### config.mk
export PLATFORM = sky130hd
export DESIGN_NAME = srt_cell
export DESIGN_NICKNAME = d
export VERILOG_FILES = /design/src/srt_pkg.sv /design/src/srt_cell.sv
export SDC_FILE = /design/constraint.sdc
export NUM_CORES = 1
export LEC_CHECK = 0
export BUFFER_PORTS_ARGS = -buffer_cell sky130_fd_sc_hd__buf_4
export CELL_PAD_IN_SITES_DETAIL_PLACEMENT = 1
export CELL_PAD_IN_SITES_GLOBAL_PLACEMENT = 1
export CORE_MARGIN = 2
export CORE_UTILIZATION = 35
export CTS_CLUSTER_SIZE = 40
export DETAILED_ROUTE_END_ITERATION = 16
export GPL_TIMING_DRIVEN = 1
export PLACE_DENSITY = 0.77
export SYNTH_ARGS = -nofsm -noshare
export SYNTH_HDL_FRONTEND = slang
export SYNTH_SLANG_ARGS = --single-unit
### constraint.sdc
create_clock -name clk_i -period 4.2 [get_ports clk_i]
set_input_delay 0.63 -clock clk_i [delete_from_list [all_inputs] [get_ports clk_i]]
set_output_delay 0.63 -clock clk_i [all_outputs]
set_load 0.005 [all_outputs]
### src/srt_pkg.sv
// ----------------------------------------------------------------------------
// srt_pkg: shared types for the sorted range table
// Defines the operation and status codes, the request and response payloads,
// and the table entry and transaction records that move along the cell chain.
// ----------------------------------------------------------------------------
`default_nettype none

package srt_pkg;

  localparam int unsigned ADDR_BITS = 32;

  typedef logic [ADDR_BITS-1:0] addr_t;

  typedef enum logic [1:0] {
    OP_INSERT = 2'd0,
    OP_REMOVE = 2'd1,
    OP_QUERY  = 2'd2,
    OP_NOP    = 2'd3
  } op_e;

  typedef enum logic [1:0] {
    ST_OK       = 2'd0,
    ST_FULL     = 2'd1,
    ST_NO_MATCH = 2'd2
  } status_e;

  // Input transaction
  typedef struct packed {
    op_e   operation;
    addr_t address;
    addr_t length;
  } req_t;

  // Output transaction
  typedef struct packed {
    status_e status;
    logic    hit;
    logic    empty_res;
  } rsp_t;

  // One stored region
  typedef struct packed {
    logic  vld;
    addr_t base;
    addr_t len;
  } ent_t;

  // Transaction record that walks the chain, one cell per clock
  typedef struct packed {
    logic  vld;
    op_e   operation;
    addr_t address;
    addr_t length;
    ent_t  carry;   // region being pushed toward the tail on insert
    logic  disp;    // insert point passed: every later cell shifts
    logic  found;   // remove matched: every later cell pulls its neighbor
    logic  hit;     // query covered by some region
    logic  full;    // insert arrived at a full table
  } pkt_t;

endpackage

`default_nettype wire

### src/srt_cell.sv
// ----------------------------------------------------------------------------
// srt_cell: one slot of the sorted range table
// Holds one region and applies the passing transaction to it: insert by
// swapping with the carried region, remove by pulling from the right
// neighbor, and query by testing coverage. Hands the transaction on.
// ----------------------------------------------------------------------------
`default_nettype none

module srt_cell (
  input  wire logic          clk_i,
  input  wire logic          rst_ni,
  input  wire srt_pkg::pkt_t pkt_i,
  input  wire srt_pkg::ent_t nxt_i,
  output srt_pkg::ent_t      ent_o,
  output srt_pkg::pkt_t      pkt_o
);
  import srt_pkg::*;

  logic  vld_q, vld_d;
  addr_t base_q, base_d;
  addr_t len_q, len_d;
  pkt_t  pkt_q, pkt_d;
  ent_t  ent_cur;
  addr_t off;
  logic  covers;
  logic  match;

  assign ent_cur = '{vld: vld_q, base: base_q, len: len_q};

  // Coverage test for a query; only meaningful when base <= address
  assign off    = pkt_i.address - base_q;
  assign covers = vld_q && (base_q <= pkt_i.address) && (pkt_i.length <= len_q)
                  && (off <= (len_q - pkt_i.length));
  assign match  = vld_q && (base_q == pkt_i.address);

  // Apply the transaction to this slot
  always_comb begin
    pkt_d  = pkt_i;
    vld_d  = vld_q;
    base_d = base_q;
    len_d  = len_q;
    if (pkt_i.vld) begin
      unique case (pkt_i.operation)
        OP_INSERT: begin
          if (pkt_i.carry.vld) begin
            if (!vld_q) begin
              vld_d           = 1'b1;
              base_d          = pkt_i.carry.base;
              len_d           = pkt_i.carry.len;
              pkt_d.carry.vld = 1'b0;
            end else if (pkt_i.disp || (base_q >= pkt_i.address)) begin
              base_d      = pkt_i.carry.base;
              len_d       = pkt_i.carry.len;
              pkt_d.carry = ent_cur;
              pkt_d.disp  = 1'b1;
            end
          end
        end
        OP_REMOVE: begin
          if (pkt_i.found || match) begin
            vld_d       = nxt_i.vld;
            base_d      = nxt_i.base;
            len_d       = nxt_i.len;
            pkt_d.found = 1'b1;
          end
        end
        OP_QUERY: begin
          if (covers) begin
            pkt_d.hit = 1'b1;
          end
        end
        default: ;
      endcase
    end
  end

  // Hold control state and the passing transaction
  always_ff @(posedge clk_i or negedge rst_ni) begin
    if (!rst_ni) begin
      vld_q <= 1'b0;
      pkt_q <= '0;
    end else begin
      vld_q <= vld_d;
      pkt_q <= pkt_d;
    end
  end

  // Hold region payload
  always_ff @(posedge clk_i) begin
    base_q <= base_d;
    len_q  <= len_d;
  end

  assign ent_o = ent_cur;
  assign pkt_o = pkt_q;

endmodule

`default_nettype wire

==> metrics <==
sequential fraction of the synthesis area=45.96%; Die X=186.4 um; initial DRC count=367; total power=0.005681 W; period utilisation layout=99.30%; status=completed; GP Congestion=0.8826; worst-path cell chain=ha_2 -> fa_2 -> nor2b_2 -> o21ai_1 -> a21boi_1 -> o21ai_1 -> a21oi_2 -> a221oi_2 -> o41a_1 -> a311o_1 -> ha_1 -> a21o_1 -> a21oi_2 -> nor2_1 -> a211oi_2 -> o221ai_2 -> a21oi_2 -> o211ai_1 -> a22oi_1; area growth from synthesis to layout=47.27%; Post-Route Skew=17.97 ps; ANT nets after route=0; ys async rst share=68.16%; Synth Net Count=1287; CP Max Fanout=3; HPWL after detailed placement=31570 um; # DRC=0; clk_lat worst skew=520 ps; ys flop type=dfrtp_1; cts bufs inserted=23; Post-Synth Adder-Cell Area=10.66%; Comb pwr share=26.1%; Slew Limit Fails=0; Internal=0.004119 W; Psw=0.001563 W; Max Clock Freq=0.2398 GHz; most frequent cell on the critical path=a21oi_2; cells after synthesis=986; Fin. Hold Viols=0; Routed WL=40160 um; Synth Area in XOR/XNOR=3.912%; CP startpoint kind=flop; Die Y=186.4 um; peak supply drop=0.2590 mV; Buf/Inv on CP=0; number of iterations in the first detailed-routing pass=4; clock power share=35.4%; Fill cells=3576; RSZ-0062 raised after global routing=yes; placed cells=1940; pin count of the biggest net entering global routing=70; YS warnings=0; Synth top cells by count=dfrtp_1 (137), ha_1 (96), inv_1 (77); sequential power share=38.5%; Synth Area in Simple Gates=8.577%; clk slew on worst S/H paths=60 ps; min cycle time layout=4171 ps; number of core rows=66; total grt overflow=0; Post-Syn Area=11640 um^2; slowest stage delay, CP=480 ps; Critical Path AT=4610 ps; initial core utilization=35.69%; nets=1830; layout cells sized above 1=48.58%; Placement Cell Area=16170 um^2; Vias/cell=4.995; I/O Pins=404; Sw Ratio=27.50%; #FFs+latches synth=201; post-synthesis mux area share=14.32%; Tightest Hold Check Type=primary input to asynchronous set/reset pin; max cap viols=0; Yosys top cell area share=29.45%; fin cells=1988; critical path class=flop to flop; first-pass GRT wire length=63000 um; Synth cell types=69; largest cells by area after synthesis=dfrtp_1 (29%), edfxtp_1 (17%), ha_1 (10%); Worst setup EP type=flop; TritonCTS Sinks=201; largest family of logic cells by synthesized area=multiplexers; Worst-Margin Slew=860.7 ps; Post-synth EDFFs=64; Slew Limit Headroom=42.50%; Total GRT Usage=22.70%; vias in the first global route=11.15k; count leader, synth=dfrtp_1; Port Buffers=403; mean post-synth cell area=11.81 um^2; hold buffers post-CTS=0; Synth Area in Compound Gates=12.64%; initial antenna violation count=0; PnR worst setup slack=29.46 ps; Top delay family on crit path=compound AO/OA/AOI/OAI gates; H-tree depth=1; Routed wire per std cell=20.20 um; CTS Buffer Depth=3; crit path from=base_q[0]$_DFFE_PP_; Core Box Area=32620 um^2; die area=34740 um^2; routed vias=9930; Antenna Diode Count=0; worst slack, placed=-540.6 ps; cell area after layout=17140 um^2; Static Leak=8.345 nW; Req. time, crit path=4640 ps; setup TNS=0 ps; Worst path slowest cell=o41a_1; Clock Root Buffer=clkbuf_16; reg2reg start=base_q[0]$_DFFE_PP_; Yosys top cell by area=dfrtp_1; final setup vio count=0; power per cell area=331.4 nW/um^2; CTS tree=built
routing by layer:
layer | GRT usage (%) | wire (um) | part of all wire (%) | up-vias
met1 | 26.50 | 15860 | 40 | 4878
met5 | 0 | 0 | 0 | -
met4 | 5.262 | 887 | 2.2 | 0
met2 | 42.47 | 20930 | 52 | 317
met3 | 4.589 | 2478 | 6.2 | 56
li1 | - | - | - | 4679
what timing repair did:
action                     in CTS  in global routing
buffers inserted                1                  5
gates cloned                    0                  0
setup endpoints to repair       1                  1
pin swaps                      14                 32
gates resized for setup        23                 26
metrics by stage:
stage | hold WS, ps | util (%)
floorplan | 334.4 | -
global placement | 523.2 | 49.56
detailed placement | 534.2 | 49.56
CTS | 128.6 | 52.16
global route | 173.5 | 52.56
finish | 114.0 | 52.56
cell usage in the layout, fill, tap and decap left out, drive strengths merged, types with 3 or more instances in the layout:
master	count
o21ai	31
a311o	3
and2	7
a31oi	8
or3	6
a21o	60
clkbuf	34
o31a	6
o211ai	3
dfrtp	137
clkinv	4
and3	7
buf	543
nand3	8
inv	79
nand4	22
ha	96
nor2	45
nand2b	14
o21a	9
and4	4
edfxtp	64
a211oi	11
a221oi	4
o21bai	3
mux2	128
nor2b	14
a21oi	50
nor4	3
xnor2	30
nand2	37
xor2	22
o2111ai	3
nor3	11
power groups by stage:
stage | logic (W) | registers, W | clock network (W)
floorplan | 0.000722 | 0.00223 | 0
global placement | 0.00140 | 0.00222 | 0
detailed placement | 0.00145 | 0.00222 | 0
CTS | 0.00148 | 0.00219 | 0.00207
global route | 0.00164 | 0.00220 | 0.00213
finish | 0.00149 | 0.00218 | 0.00201
registers in the layout, summed over array words and instances, names as in the netlist:
signal	flops
pkt_o	136
base_q	32
vld_q	1
len_q	32
cell type report:
cell class | instances | area [um^2] | area share, %
flip-flops and latches | 201 | 5350 | 31.21
multi-input cells | 683 | 6053 | 35.31
inverters | 77 | 289.0 | 1.686
clock inverters | 8 | 96.34 | 0.5620
repair buffers | 543 | 4155 | 24.24
well taps | 442 | 553.0 | 3.226
clock buffers | 34 | 646.9 | 3.773
path summary, 6_finish.rpt:
path	to	slack, ps	cells after the start
worst max register to register	pkt_o[1]$_DFF_PN0_	30	19
worst min-delay path	pkt_o[104]$_DFF_PN0_	110	1
worst max-delay path	pkt_o[1]$_DFF_PN0_	30	19
max in group asynchronous	pkt_o[65]$_DFF_PN0_	3220	2
min in group clk_i	pkt_o[0]$_DFF_PN0_	220	1
worst min register to register	pkt_o[52]$_DFF_PN0_	550	1
worst register-to-register path, delay by kind of cell (launching register included):
| kind | cells | cell delay (ps) |
|---|---|---|
| flops | 1 | 420 |
| compound gates | 14 | 2650 |
| fa+ha+maj | 3 | 870 |
| simple gates | 2 | 170 |
logic make-up (layout without fill, tap and decap cells):
logic type                 count (synthesis)  after routing
buffers and inverters                    102            662
muxes                                    128            128
adders and majority gates                 98             98
AOI/OAI and AO/OA                        214            214
xor gates and xnor gates                  52             52
and+or+nand+nor                          191            191
DFF                                      201            201
Power figures use the tool's default switching activity.
